$ cat config.mk
export PLATFORM = sky130hd
export DESIGN_NAME = lcg_queue
export DESIGN_NICKNAME = d
export VERILOG_FILES = /design/src/design/lcg_pkg.sv /design/src/design/lcg_queue.sv
export SDC_FILE = /design/constraint.sdc
export NUM_CORES = 1
export LEC_CHECK = 0
export BUFFER_PORTS_ARGS = -buffer_cell sky130_fd_sc_hd__buf_2
export CAP_MARGIN = 20
export CORE_MARGIN = 2
export CORE_UTILIZATION = 40
export CTS_BUF_LIST = sky130_fd_sc_hd__clkbuf_8
export DETAILED_ROUTE_END_ITERATION = 8
export PLACE_DENSITY = 0.59
export SLEW_MARGIN = 20
export SYNTH_ARGS = -nofsm -noshare
export SYNTH_HDL_FRONTEND = slang
export SYNTH_SLANG_ARGS = --single-unit
$ cat constraint.sdc
create_clock -name clk -period 1.5 [get_ports clk]
set_clock_uncertainty 0.05 [all_clocks]
set_input_delay 0.3 -clock clk [delete_from_list [all_inputs] [get_ports clk]]
set_output_delay 0.3 -clock clk [all_outputs]
set_load 0.02 [all_outputs]
$ cat src/design/lcg_pkg.sv
// Package for the line color gradient block.
// Holds shared widths, pipeline depths and the queue status type.
// No dependencies.
`default_nettype none

package lcg_pkg;

  localparam int COORD_BITS_DEF = 16;
  localparam int CH_BITS        = 8;
  localparam int NUM_CH         = 3;
  localparam int COLOR_BITS     = CH_BITS * NUM_CH;
  localparam int QUEUE_DEPTH    = 4;

  // Multiply, add and magnitude stages, then one restoring step per quotient bit.
  // The quotient carries one bit above the channel to flag saturation.
  localparam int QUOT_BITS      = CH_BITS + 1;
  localparam int LANE_STAGES    = 3 + QUOT_BITS;

  // Front register, queue, lane stages and the output register.
  localparam int CAPACITY       = 1 + QUEUE_DEPTH + LANE_STAGES + 1;

  localparam logic [CH_BITS-1:0] CH_MAX = {CH_BITS{1'b1}};

  typedef struct packed {
    logic empty;
    logic full;
  } q_status_t;

endpackage

`default_nettype wire

$ cat src/design/lcg_queue.sv
// Short queue between the front end and the color pipeline.
// Depends on lcg_pkg.
`default_nettype none

module lcg_queue
  import lcg_pkg::*;
#(
  parameter int WIDTH = 8,
  parameter int DEPTH = QUEUE_DEPTH
) (
  input  logic             clk,
  input  logic             rst,
  input  logic             wr_en,
  input  logic [WIDTH-1:0] wr_data,
  input  logic             rd_en,
  output logic [WIDTH-1:0] rd_data,
  output q_status_t        q_status
);

  localparam int PW = (DEPTH > 1) ? $clog2(DEPTH) : 1;
  localparam int CW = $clog2(DEPTH + 1);

  logic [WIDTH-1:0] entries [DEPTH];
  logic [PW-1:0]    wr_ptr;
  logic [PW-1:0]    rd_ptr;
  logic [CW-1:0]    count;

  assign rd_data        = entries[rd_ptr];
  assign q_status.empty = count == '0;
  assign q_status.full  = count == CW'(DEPTH);

  always_ff @(posedge clk) begin
    if (rst) begin
      wr_ptr <= '0;
      rd_ptr <= '0;
      count  <= '0;
    end else begin
      if (wr_en) begin
        wr_ptr <= (wr_ptr == PW'(DEPTH - 1)) ? '0 : wr_ptr + 1'b1;
      end
      if (rd_en) begin
        rd_ptr <= (rd_ptr == PW'(DEPTH - 1)) ? '0 : rd_ptr + 1'b1;
      end
      if (wr_en && !rd_en) begin
        count <= count + 1'b1;
      end else if (rd_en && !wr_en) begin
        count <= count - 1'b1;
      end
    end
  end

  always_ff @(posedge clk) begin
    if (wr_en) begin
      entries[wr_ptr] <= wr_data;
    end
  end

endmodule

`default_nettype wire

==> results_dict.tcl <==
set metrics [dict create \
    outcome "complete, but fails checks" \
    violations "negative setup slack" \
    cp.required_ns 1.15 \
    dr.pass1.iters 4 \
    whs_path_depth 1 \
    initialDrtViolationCount 17 \
    regToRegStartpoint "count[0]$_SDFFE_PP0P_" \
    yosys.cell_types.count 17 \
    path_cells "buf_12 > mux4_2 > buf_6" \
    slowest_delay_ns 0.52 \
    yosysMostFrequentCell "edfxtp_1" \
    gp_congestion 0.728 \
    yosys.area.top_type "edfxtp_1" \
    clockPowerShare 0.268 \
    synth_commonest_cells "32 x edfxtp_1, 9 x dfxtp_1, 8 x mux4_2" \
    r2r_end "count[2]$_SDFFE_PP0P_" \
    reg2regPathDepth 4 \
    fin_ws_ns -0.275 \
    start_util 0.427 \
    num-fill-cells 312 \
    grt_pass1_wl_microns 3830 \
    path_max_fanout 8 \
    via_count 804 \
    antenna_cells 0 \
    drive_above_1_share 0.400 \
    num_rows 22 \
    critPathKind "reg2out" \
    dp_hpwl_microns 1640 \
    synth_top_area_share 0.601 \
    seq_area_frac_synth 0.714 \
    setup_viol_count_final 8 \
    worstSetupStartpointType "flip-flop" \
    async_flop_share 0 \
    rsz0062_at_grt "true" \
    cts_buffers 5 \
    min_period_ns 1.77 \
    critPathCaptureType "primary output" \
    seq_area_sq_um 1140 \
    wire_per_inst_microns 13.5 \
    worst_slew_pin_slew_ns 0.177 \
    grt_start_max_net_pins 12 \
    syn_inst 86 \
    synth_area_leaders "edfxtp_1 60%, dfxtp_1 11%, mux4_2 11%" \
    utilization 0.542 \
    cts_tree "built" \
    hp-class "in2reg" \
    finalHoldViolCount 0 \
    die_area_sq_um 4520 \
    peakVddDrop_uv 488 \
    overflow 0 \
    switching_power_mw 0.541 \
    first_global_vias 867 \
    cp_slowest_cell "mux4_2" \
    ctsLongestPathBuffers 2 \
    antenna_found_initial 0 \
    cts_resized 17 \
    p_seq_frac 0.566 \
    p_per_area_nw_per_um2 1160 \
    multi_input_area_sq_um 440 \
    synth-warning-count 0 \
    max_cap_violations 0 \
    syn_area_per_cell_sq_um 18.6 \
    clockRootBuffer "clkbuf_8" \
    wl_microns 2270 \
    fmax_mhz 563 \
    die_width_microns 67.2 \
    cts_sinks 41 \
    cp.buffers_inverters 2 \
    area_growth_pct 26.9 \
    ys_ff_latch 41 \
    crit_family "multiplexers" \
    drtAntennaViolNets 0 \
    io_pins 22 \
    fin_hold_ws_ns 0.179 \
    cts_hold_buf 0 \
    synth_area_sq_um 1600 \
    period_share 1.18 \
    placeableCoreArea_sq_um 3740 \
    drc 0 \
    min_to "entries[1][2]$_DFFE_PP_" \
    htreeDepth 2 \
    cp.depth 3 \
    worstSkewPairLatency_ns 0.28 \
    p_sw_frac 0.231 \
    postCtsSetupRepairBufs 0 \
    vias_per_cell 4.79 \
    cp.arrival_ns 1.42 \
    io_buffers 21 \
    p_int_mw 1.81 \
    synth_enable_flop_cells 32 \
    p_leak_nw 0.752 \
    die_h_microns 67.2 \
    hp-start "wr_data[2]" \
    ys_dominant_reg_cell "edfxtp_1" \
    grt_util_all_layers 0.123 \
    fin_nets 139 \
    relSlewSlack 0.881 \
    synth_nets 105 \
    ff2ff_setup_slack_ns 0.05 \
    finalMaxSlewViolations 0 \
    pwr-share-comb 0.167 \
    clkSlewWorstSetupHoldPaths_ns 0.07 \
]
[kinds of logic (layout without fill, tap and decap cells)]
| logic type | after synthesis | in the layout | share of synthesized area |
|---|---|---|---|
| compound gates | 3 | 3 | 0.00939 |
| fa+ha+maj | 7 | 7 | 0.0595 |
| flops | 41 | 41 | 0.714 |
| simple gates | 15 | 15 | 0.0485 |
| mux | 12 | 12 | 0.138 |
| buf+inv | 6 | 40 | 0.0196 |
| xor+xnor | 2 | 2 | 0.0110 |
[flip-flops by register name, summed over array words and instances, names as in the netlist, named ones only]
register / count
entries: 32
count: 3
wr_ptr: 2
rd_ptr: 2
[layer usage]
layer | share of wire | vias to the layer above | GRT usage
met5 | 0 | - | 0
met4 | 0.019 | 0 | 0.0536
met3 | 0.048 | 5 | 0.0450
met2 | 0.53 | 18 | 0.218
met1 | 0.40 | 389 | 0.130
li1 | - | 392 | -
[cell type report]
class / instances / area share
flip-flops and latches: 41 / 0.564
multi-input cells: 39 / 0.217
inverters: 4 / 0.00864
repair buffers: 29 / 0.143
clock buffers: 5 / 0.0339
clock inverters: 2 / 0.00370
well taps: 48 / 0.0296
[stage by stage]
| step | setup WS, ns | cells | area [sq um] | setup TNS, ns | power [mW] |
|---|---|---|---|---|---|
| 6_report | -0.275 | 168 | 2030 | -2.11 | 2.35 |
| 5_1_grt | -0.325 | 168 | 2030 | -2.48 | 2.45 |
| 2_1_floorplan | -0.0258 | 86 | 1620 | -0.0258 | 1.56 |
| 3_5_place_dp | -0.253 | 161 | 1900 | -0.285 | 1.71 |
| 4_1_cts | -0.302 | 168 | 2030 | -2.31 | 2.38 |
| 3_3_place_gp | -0.180 | 161 | 1900 | -0.209 | 1.69 |
[worst reg2reg max path: stages (launching register included)]
cell     delay (ns)
dfxtp_2        0.35
fa_2           0.38
xor2_1         0.17
or3_1          0.30
a21oi_1        0.13
[cells in the final DEF (no fill, tap or decap), types with 2 or more instances in the layout]
cell type,n
nor2_1,7
mux4_2,8
dfxtp_1,7
nor3b_1,2
buf_2,13
mux2i_1,4
a21oi_1,2
inv_1,3
ha_1,5
buf_12,6
clkbuf_8,5
and2_1,4
xor2_1,2
edfxtp_1,32
dfxtp_2,2
buf_4,2
buf_6,8
[power by group through the flow]
| stage | Clock, mW | Combinational [mW] | Sequential, mW |
|---|---|---|---|
| after global routing | 0.687 | 0.428 | 1.34 |
| after floorplan | 0 | 0.217 | 1.34 |
| final | 0.629 | 0.392 | 1.33 |
| after CTS | 0.654 | 0.399 | 1.33 |
| after detailed placement | 0 | 0.357 | 1.35 |
| after global placement | 0 | 0.346 | 1.35 |
[worst max path at each step]
stage / startpoint / slack [ns] / end
2_1_floorplan: rd_en / -0.03 / count[2]$_SDFFE_PP0P_
3_3_place_gp: rd_en / -0.18 / count[2]$_SDFFE_PP0P_
3_5_place_dp: rd_en / -0.25 / count[2]$_SDFFE_PP0P_
4_1_cts: flip-flop / -0.30 / rd_data[0]
5_1_grt: flip-flop / -0.33 / rd_data[0]
6_report: flip-flop / -0.27 / rd_data[0]
Power figures use the tool's default switching activity.
