<file path="src/design/lcg_pkg.sv">
// Package for the line color gradient block.
// Holds shared widths, pipeline depths and the queue status type.
// No dependencies.
`default_nettype none

package lcg_pkg;

  localparam int COORD_BITS_DEF = 16;
  localparam int CH_BITS        = 8;
  localparam int NUM_CH         = 3;
  localparam int COLOR_BITS     = CH_BITS * NUM_CH;
  localparam int QUEUE_DEPTH    = 4;

  // Multiply, add and magnitude stages, then one restoring step per quotient bit.
  // The quotient carries one bit above the channel to flag saturation.
  localparam int QUOT_BITS      = CH_BITS + 1;
  localparam int LANE_STAGES    = 3 + QUOT_BITS;

  // Front register, queue, lane stages and the output register.
  localparam int CAPACITY       = 1 + QUEUE_DEPTH + LANE_STAGES + 1;

  localparam logic [CH_BITS-1:0] CH_MAX = {CH_BITS{1'b1}};

  typedef struct packed {
    logic empty;
    logic full;
  } q_status_t;

endpackage

`default_nettype wire

</file>
<file path="src/design/lcg_if.sv">
// Channel interfaces of the line color gradient block: pixel words in, color words out.
// Depends on lcg_pkg.
`default_nettype none

interface lcg_pixel_if
  import lcg_pkg::*;
#(
  parameter int COORD_BITS = COORD_BITS_DEF
);
  logic                         valid;
  logic                         ready;
  logic signed [COORD_BITS-1:0] pixel_x;
  logic signed [COORD_BITS-1:0] pixel_y;
  logic [COLOR_BITS-1:0]        pixel_color;
  logic signed [COORD_BITS-1:0] line_start_x;
  logic signed [COORD_BITS-1:0] line_start_y;
  logic [COLOR_BITS-1:0]        line_start_color;
  logic signed [COORD_BITS-1:0] line_end_x;
  logic signed [COORD_BITS-1:0] line_end_y;
  logic [COLOR_BITS-1:0]        line_end_color;
  logic signed [COORD_BITS:0]   extent_x;
  logic signed [COORD_BITS:0]   extent_y;

  modport source (
    output valid, pixel_x, pixel_y, pixel_color, line_start_x, line_start_y,
           line_start_color, line_end_x, line_end_y, line_end_color, extent_x, extent_y,
    input  ready
  );

  modport sink (
    input  valid, pixel_x, pixel_y, pixel_color, line_start_x, line_start_y,
           line_start_color, line_end_x, line_end_y, line_end_color, extent_x, extent_y,
    output ready
  );
endinterface


`default_nettype wire

</file>
<file path="src/design/lcg_front.sv">
// Front end: accepts pixel words, picks the major axis, forms span and position,
// and flags words whose color is simply the end color. Depends on lcg_pkg, lcg_if.
`default_nettype none

module lcg_front
  import lcg_pkg::*;
#(
  parameter int COORD_BITS = COORD_BITS_DEF
) (
  input  logic                  clk,
  input  logic                  rst,
  lcg_pixel_if.sink             pixel,
  output logic                  wr_en,
  output logic [2*(COORD_BITS+1)+2*COLOR_BITS:0] wr_data,
  input  q_status_t             q_status
);

  localparam int DW        = COORD_BITS + 1;
  localparam int WORD_BITS = 2 * DW + 2 * COLOR_BITS + 1;

  logic                 f_valid;
  logic [WORD_BITS-1:0] f_word;

  logic                 x_major;
  logic signed [DW-1:0] span_x;
  logic signed [DW-1:0] span_y;
  logic signed [DW-1:0] pos_x;
  logic signed [DW-1:0] pos_y;
  logic signed [DW-1:0] span;
  logic signed [DW-1:0] pos;
  logic                 zero_span;
  logic                 use_end;

  always_comb begin
    x_major = pixel.extent_x > pixel.extent_y;
    span_x  = DW'(pixel.line_end_x) - DW'(pixel.line_start_x);
    span_y  = DW'(pixel.line_end_y) - DW'(pixel.line_start_y);
    pos_x   = DW'(pixel.pixel_x) - DW'(pixel.line_start_x);
    pos_y   = DW'(pixel.pixel_y) - DW'(pixel.line_start_y);
    if (x_major) begin
      span      = span_x;
      pos       = pos_x;
      zero_span = pixel.line_end_x == pixel.line_start_x;
    end else begin
      span      = span_y;
      pos       = pos_y;
      zero_span = pixel.line_end_y == pixel.line_start_y;
    end
    // A pixel already at the end color and a zero span both yield the end color.
    use_end = (pixel.pixel_color == pixel.line_end_color) || zero_span;
  end

  assign pixel.ready = !f_valid || !q_status.full;
  assign wr_en       = f_valid && !q_status.full;
  assign wr_data     = f_word;

  always_ff @(posedge clk) begin
    if (rst) begin
      f_valid <= 1'b0;
    end else if (pixel.ready) begin
      f_valid <= pixel.valid;
    end
  end

  always_ff @(posedge clk) begin
    if (pixel.valid && pixel.ready) begin
      f_word <= {use_end, span, pos, pixel.line_start_color, pixel.line_end_color};
    end
  end

endmodule

`default_nettype wire

</file>
<file path="src/flat_wrapper.sv">
// flat-port wrapper written by rule: the top's interface ports become plain ports
module lcg_front_flat import lcg_pkg::*;
#(
  parameter int COORD_BITS = COORD_BITS_DEF
)
  (clk, rst, wr_en, wr_data, q_status, pixel_valid, pixel_pixel_x, pixel_pixel_y, pixel_pixel_color, pixel_line_start_x, pixel_line_start_y, pixel_line_start_color, pixel_line_end_x, pixel_line_end_y, pixel_line_end_color, pixel_extent_x, pixel_extent_y, pixel_ready);
  lcg_pixel_if #(.COORD_BITS(COORD_BITS)) pixel_i ();
  input  logic clk;
  input  logic rst;
  output logic wr_en;
  output logic [2*(COORD_BITS+1)+2*COLOR_BITS:0] wr_data;
  input  q_status_t q_status;
  input wire logic [$bits(pixel_i.valid)-1:0] pixel_valid;
  input wire logic [$bits(pixel_i.pixel_x)-1:0] pixel_pixel_x;
  input wire logic [$bits(pixel_i.pixel_y)-1:0] pixel_pixel_y;
  input wire logic [$bits(pixel_i.pixel_color)-1:0] pixel_pixel_color;
  input wire logic [$bits(pixel_i.line_start_x)-1:0] pixel_line_start_x;
  input wire logic [$bits(pixel_i.line_start_y)-1:0] pixel_line_start_y;
  input wire logic [$bits(pixel_i.line_start_color)-1:0] pixel_line_start_color;
  input wire logic [$bits(pixel_i.line_end_x)-1:0] pixel_line_end_x;
  input wire logic [$bits(pixel_i.line_end_y)-1:0] pixel_line_end_y;
  input wire logic [$bits(pixel_i.line_end_color)-1:0] pixel_line_end_color;
  input wire logic [$bits(pixel_i.extent_x)-1:0] pixel_extent_x;
  input wire logic [$bits(pixel_i.extent_y)-1:0] pixel_extent_y;
  output wire logic [$bits(pixel_i.ready)-1:0] pixel_ready;
  assign pixel_i.valid = pixel_valid;
  assign pixel_i.pixel_x = pixel_pixel_x;
  assign pixel_i.pixel_y = pixel_pixel_y;
  assign pixel_i.pixel_color = pixel_pixel_color;
  assign pixel_i.line_start_x = pixel_line_start_x;
  assign pixel_i.line_start_y = pixel_line_start_y;
  assign pixel_i.line_start_color = pixel_line_start_color;
  assign pixel_i.line_end_x = pixel_line_end_x;
  assign pixel_i.line_end_y = pixel_line_end_y;
  assign pixel_i.line_end_color = pixel_line_end_color;
  assign pixel_i.extent_x = pixel_extent_x;
  assign pixel_i.extent_y = pixel_extent_y;
  assign pixel_ready = pixel_i.ready;
  lcg_front #(.COORD_BITS(COORD_BITS)) u_core (.clk(clk), .rst(rst), .pixel(pixel_i), .wr_en(wr_en), .wr_data(wr_data), .q_status(q_status));
endmodule
</file>
<file path="config.mk">
export PLATFORM = sky130hd
export DESIGN_NAME = lcg_front_flat
export DESIGN_NICKNAME = d
export VERILOG_FILES = /design/src/design/lcg_pkg.sv /design/src/design/lcg_if.sv /design/src/design/lcg_front.sv /design/src/flat_wrapper.sv
export SDC_FILE = /design/constraint.sdc
export NUM_CORES = 1
export LEC_CHECK = 0
export CAP_MARGIN = 25
export CORE_UTILIZATION = 49
export DETAILED_ROUTE_END_ITERATION = 8
export DONT_BUFFER_PORTS = 1
export PLACE_DENSITY = 0.69
export SLEW_MARGIN = 20
export SYNTH_ARGS = -nofsm -noshare
export SYNTH_HDL_FRONTEND = slang
export SYNTH_SLANG_ARGS = --single-unit
</file>
<file path="constraint.sdc">
create_clock -name clk -period 3.3 [get_ports clk]
set_input_delay 0.165 -clock clk [delete_from_list [all_inputs] [get_ports clk]]
set_output_delay 0.165 -clock clk [all_outputs]
set_load 0.02 [all_outputs]
</file>
==> metrics, run 1 <==
post-CTS setup buffer count 0; Synth async-reset ratio 0%; Final Util 58.3%; CTS tree yes; clock-pin slew on the worst setup and hold paths 0.07 ns; Clk Latency, worst-skew pair 0.33 ns; main area contributors after synthesis edfxtp_1 37%, ha_1 15%, xnor2_1 5.5%, a21oi_1 4.3%, inv_1 3.7%; RSZ-0062 raised after global routing false; Area Overhead vs Synth 14.9%; initial antenna violation count 0; Port Buffers 0; CTS Buf Count 9; Final Slew Violations 0; CTS root buffer clkbuf_16; post-synthesis sequential area ratio 36.9%; Crit Path Category in2reg; residual DRC count 0; layout cell share with drive strength beyond 1 4.67%; drt via density 5.93; DIE WIDTH 120 µm; measured slew at the worst slew-check pin 0.578 ns; crit path launch type input port; final hold violation count 0; Peak VDD IR 300 µV; Ys Warns 0; relative slew slack 61.5%; Std-Cell Rows 42; critical path endpoint category flop; Syn Inst Count 714; first-pass GRT wire length 29.8 mm; worst hold path type in2reg; Required @ worst endpoint 3.36 ns; Initial Util 50.8%; clock skew 0.00923 ns; Post-DRT Antenna Nets 0; worst-path fanout max 31; pwr/cell area 448 nW/µm²; number of fillers in the final layout 1123; PostCTS Resize Cnt 0; setup total negative slack 0 ns; CP peak stage delay 0.50 ns; largest net degree at the start of global routing 84; grt ovf 0; die extent in y 120 µm; die footprint 14400 µm²; DRT Wirelength 19.7 mm; synthesis-stage register bit count 84; vias in the first global route 5626; CP Cell Sequence inv_1, ha_1, nand4_1, nor3_1, o41ai_1, a41o_2, buf_4, nor4_1, a21oi_1; Syn Std Cell Area 6800 µm²; area share of the largest cell type after synthesis 36.6%; ys flop type edfxtp_1; slowest CP cell a41o_2; Synth cell types 57; CP Data Arrival Time 2.28 ns; Nets 1058; DRT iter0 DRCs 326; fmax 452 MHz; number of diodes 0; Via Count 5620; leading area contributor after synthesis edfxtp_1; Clock Sinks 84; Core Area 13400 µm²; Synth Area per Inst 9.53 µm²; I/O pin total 292; routed len/inst 20.8 µm; syn nets 1006; DP HPWL 15.5 mm; hold path depth 2; Final Power 3500 µW; final estimated routing congestion in global placement 0.845; R2R cell count 3; Final Setup Violations 0; Leak 0.00324 µW; fin crit share 67.0%; number of enable flip-flop cells after synthesis 83; Clock Tree Buf Depth 2; router iterations before antenna repair 5; status complete, no violations; All-Layer GR Usage 27.2%; max cap viols 0; H-tree levels 3; Final Critical Period 2.21 ns
==> cells in the final DEF (no fill, tap or decap), drive strengths merged, types with 3 or more instances in the layout <==
master and instances:
a211oi 10, a21o 12, a21oi 61, a31oi 7, and3 7, buf 5
clkbuf 9, clkinvlp 3, dlygate4sd3 50, edfxtp 83, fa 4, ha 81
inv 68, mux2 4, mux2i 13, nand2 57, nand2b 15, nand3 16
nand3b 5, nand4 12, nor2 47, nor2b 11, nor3 14, nor4 4
o2111ai 3, o211ai 4, o21a 8, o21ai 47, o21bai 6, o22ai 3
o31ai 6, or2 3, or3 3, xnor2 43, xor2 24
==> cell usage after synthesis (all sizes together), types with 10 or more instances <==
cell	instances
a21oi	61
nor2b	11
nand2	57
nand2b	15
a211oi	10
a21o	12
xor2	24
edfxtp	83
ha	81
nand3	16
inv	67
nor3	14
nor2	47
mux2i	13
xnor2	43
nand4	12
o21ai	47
==> sequential cells by signal, summed over array words and instances (netlist names) <==
| name | flops |
|---|---|
| u_core.f_valid | 1 |
| u_core.wr_data | 83 |
==> power by group <==
group / internal [µW] / switching [µW] / leakage [µW] / total [µW]
logic: 413 / 547 / 0.00228 / 960
clock network: 597 / 437 / 0.000141 / 1030
registers: 1320 / 181 / 0.000812 / 1500
==> repair_timing <==
item	4_1_cts	5_1_grt
endpoints found under the setup margin	0	0
endpoints found under the hold margin	49	0
hold buffers	50	0
==> path summary, 6_finish.rpt <==
path,from,endpoint,slack (ns)
min,pixel_line_start_x[0],u_core.wr_data[48],0.18
min reg2reg,u_core.f_valid,u_core.f_valid,1.07
max,pixel_extent_y[8],u_core.wr_data[60],1.09
max reg2reg,u_core.f_valid,u_core.wr_data[82],1.62
==> kinds of logic after synthesis <==
logic type                 share of synthesized area (%)
buffers and inverters                               4.78
AOI/OAI and AO/OA                                   16.9
and+or+nand+nor                                     14.1
adders and majority gates                           16.1
xor gates and xnor gates                            8.63
muxes                                               2.57
DFF                                                 36.9
==> critical path: cells and delay by family <==
family,cells,cell delay (ns)
AOI/OAI and AO/OA,3,0.68
and+or+nand+nor,3,0.83
adders and majority gates,1,0.29
buffers and inverters,2,0.29
==> layer usage <==
layer / vias to the layer above / wire length [µm] / global-route usage (%) / part of all wire [%]
li1: 2697 / - / - / -
met1: 2658 / 7880 / 31.2 / 40
met2: 226 / 9840 / 48.0 / 50
met3: 39 / 1430 / 7.51 / 7.3
met4: 0 / 571 / 10.3 / 2.9
met5: - / 0 / 0 / 0
==> through the flow <==
step	worst slack, ns	hold slack [ns]	std cells	area [µm²]
finish	1.09	0.175	947	7820
global route	0.955	0.177	947	7820
CTS	1.12	0.165	946	7790
detailed placement	0.759	0.243	880	6980
global placement	0.794	0.240	880	6980
floorplan	0.391	0.237	714	6800
==> layout make-up <==
type	count	area (µm²)	share of cell area [%]
tap	176	220	2.82
sequential	84	2510	32.1
clock inverter	7	86.3	1.10
clock buffer	9	225	2.88
timing repair buffer	55	551	7.04
inverter	67	251	3.22
multi-input combinational	549	3970	50.8
Power figures use the tool's default switching activity.
==> inputs of run 2 (changes only) <==
--- a/config.mk
+++ b/config.mk
@@ -9,7 +9,7 @@
 export CORE_UTILIZATION = 49
 export DETAILED_ROUTE_END_ITERATION = 8
 export DONT_BUFFER_PORTS = 1
-export PLACE_DENSITY = 0.69
+export PLACE_DENSITY = 0.71
 export SLEW_MARGIN = 20
 export SYNTH_ARGS = -nofsm -noshare
 export SYNTH_HDL_FRONTEND = slang
==> constraint.sdc (replaced) <==
create_clock -name clk -period 1.91 [get_ports clk]
set_input_delay 0.0955 -clock clk [delete_from_list [all_inputs] [get_ports clk]]
set_output_delay 0.0955 -clock clk [all_outputs]
set_load 0.02 [all_outputs]
==> run 2 against run 1 <==
- combinational power is 110% higher
- count of clock-buffer cells in the layout stayed put
- cell area is 11% higher
- critical endpoint is now u_core.wr_data[77]
- sequential share of layout area is 3.1 points lower
- clock skew is 0.0039 ns lower
- via count is 6.3% higher
- clock power is 74% higher
- largest power group unchanged
- highest routed layer unchanged
- setup slack worse by 1.0 ns
- largest cell class unchanged
- first-iteration DRC count is 3.7% lower
- critical path depth is 1 higher
- non-clock buffer count is 92 higher
- global-route usage is 1.4 points higher
==> metrics, run 2 (synthesis results as in run 1) <==
slowest CP cell fa_1; layout cell share with drive strength beyond 1 16.9%; post-CTS setup buffer count 0; fmax 549 MHz; relative slew slack 70.0%; clock skew 0.00534 ns; design area 8660 µm²; pwr/cell area 738 nW/µm²; residual DRC count 0; most frequent cells in the layout 94 x buf_4, 83 x edfxtp_1, 78 x ha_1; Final Setup Violations 0; Initial Util 50.8%; measured slew at the worst slew-check pin 0.447 ns; worst-path fanout max 3; CP Data Arrival Time 1.90 ns; grt ovf 0; routed len/inst 19.9 µm; hold path depth 2; Required @ worst endpoint 1.99 ns; CTS root buffer clkbuf_16; power share of the combinational group 31.1%; die extent in y 120 µm; commonest non-fill, non-tap cell in the layout buf_4; Sw Share 33.0%; Worst Hold Launch pixel_line_start_y[0]; largest net degree at the start of global routing 40; DRT iter0 DRCs 314; Int Pwr 4280 µW; status complete, no violations; Nets 1150; Crit Path Category in2reg; final hold violation count 0; fin crit share 95.3%; Via Count 5973; CP bufs+invs 1; max reg flops 83; I/O pin total 292; vias in the first global route 6004; All-Layer GR Usage 28.6%; CP Cell Sequence inv_1, ha_1, fa_1, nand2b_1, a21oi_1, o2111ai_1, nand2_1, a31oi_1, xor2_1, mux2i_1; WP depth 10; Top delay family on crit path adder cells; CP peak stage delay 0.38 ns; Clock Sinks 84; drt via density 5.75; Worst R2R Start u_core.f_valid; router iterations before antenna repair 7; clock-pin slew on the worst setup and hold paths 0.07 ns; clock power share 28.1%; H-tree levels 3; Placed Area 7830 µm²; Port Buffers 0; Clk Latency, worst-skew pair 0.34 ns; number of fillers in the final layout 1075; Non-Filler Instances 1039; Peak VDD IR 372 µV; register share of total power 40.8%; crit path launch type input port; Post-DRT Antenna Nets 0; Clock Tree Buf Depth 2; initial antenna violation count 0; Final Critical Period 1.82 ns; DP HPWL 16.7 mm; Leak 0.00371 µW; Critical R2R Capture u_core.wr_data[0]; final estimated routing congestion in global placement 0.920; DP Cell Count 973; Area Overhead vs Synth 27.2%; Core Area 13400 µm²; worst hold path type in2reg; hold endpoint u_core.wr_data[48]; CTS Buf Count 9; DRT Wirelength 20.6 mm; max cap viols 0; critical path endpoint category flop; RSZ-0062 raised after global routing false; CTS tree yes; NetSw 2110 µW; number of diodes 0; flop-to-flop setup slack 0.44 ns; die footprint 14400 µm²; R2R cell count 3; first-pass GRT wire length 31.0 mm; Std-Cell Rows 42; Final Slew Violations 0; DIE WIDTH 120 µm
==> run 2: stage by stage <==
stage                     hold WS [ns]  setup slack [ns]  util, %  setup TNS [ns]  power [µW]
after global placement           0.169            -0.356     58.4           -3.37        4450
after floorplan                  0.168           -0.0679        -         -0.0679        3830
after global routing            0.0632            0.0151     64.6               0        6690
final                           0.0695            0.0891     64.6               0        6390
after CTS                       0.0632            0.0428     64.5               0        6410
after detailed placement         0.174            -0.445     58.4           -4.60        4510
==> run 2: metal layers <==
| metal | share of wire, % | track usage [%] | wire length (µm) |
|---|---|---|---|
| met1 | 39 | 31.7 | 7970 |
| met2 | 50 | 51.4 | 10400 |
| met3 | 6.4 | 5.47 | 1320 |
| met4 | 4.7 | 15.9 | 973 |
| met5 | 0 | 0 | 0 |
==> run 2: worst max path at each step <==
stage,to,start
final,u_core.wr_data[77],pixel_line_end_y[0]
after CTS,u_core.wr_data[78],pixel_line_start_x[3]
after floorplan,u_core.wr_data[62],pixel_line_start_x[2]
after global routing,u_core.wr_data[63],pixel_pixel_x[0]
after global placement,u_core.wr_data[78],pixel_line_start_x[4]
after detailed placement,u_core.wr_data[78],pixel_line_start_x[3]
==> run 2: power by group through the flow <==
stage / logic, µW / clock network, µW / registers [µW]
after floorplan: 1250 / 0 / 2580
after global routing: 2190 / 1890 / 2610
final: 1990 / 1790 / 2600
after detailed placement: 1860 / 0 / 2650
after global placement: 1810 / 0 / 2640
after CTS: 1970 / 1830 / 2610
==> run 2: layout make-up <==
type / instances / area, µm² / area share, %
clock inverter: 7 / 80.1 / 0.925
tap: 176 / 220 / 2.54
inverter: 67 / 259 / 2.99
sequential: 84 / 2510 / 29.0
multi-input combinational: 549 / 4090 / 47.3
clock buffer: 9 / 225 / 2.60
timing repair buffer: 147 / 1270 / 14.6
==> run 2: repair_timing <==
item	4_1_cts	5_1_grt
gates resized for setup	1	2
pin swaps	0	1
hold endpoints to repair	49	0
hold buffers	50	0
endpoints found under the setup margin	1	4
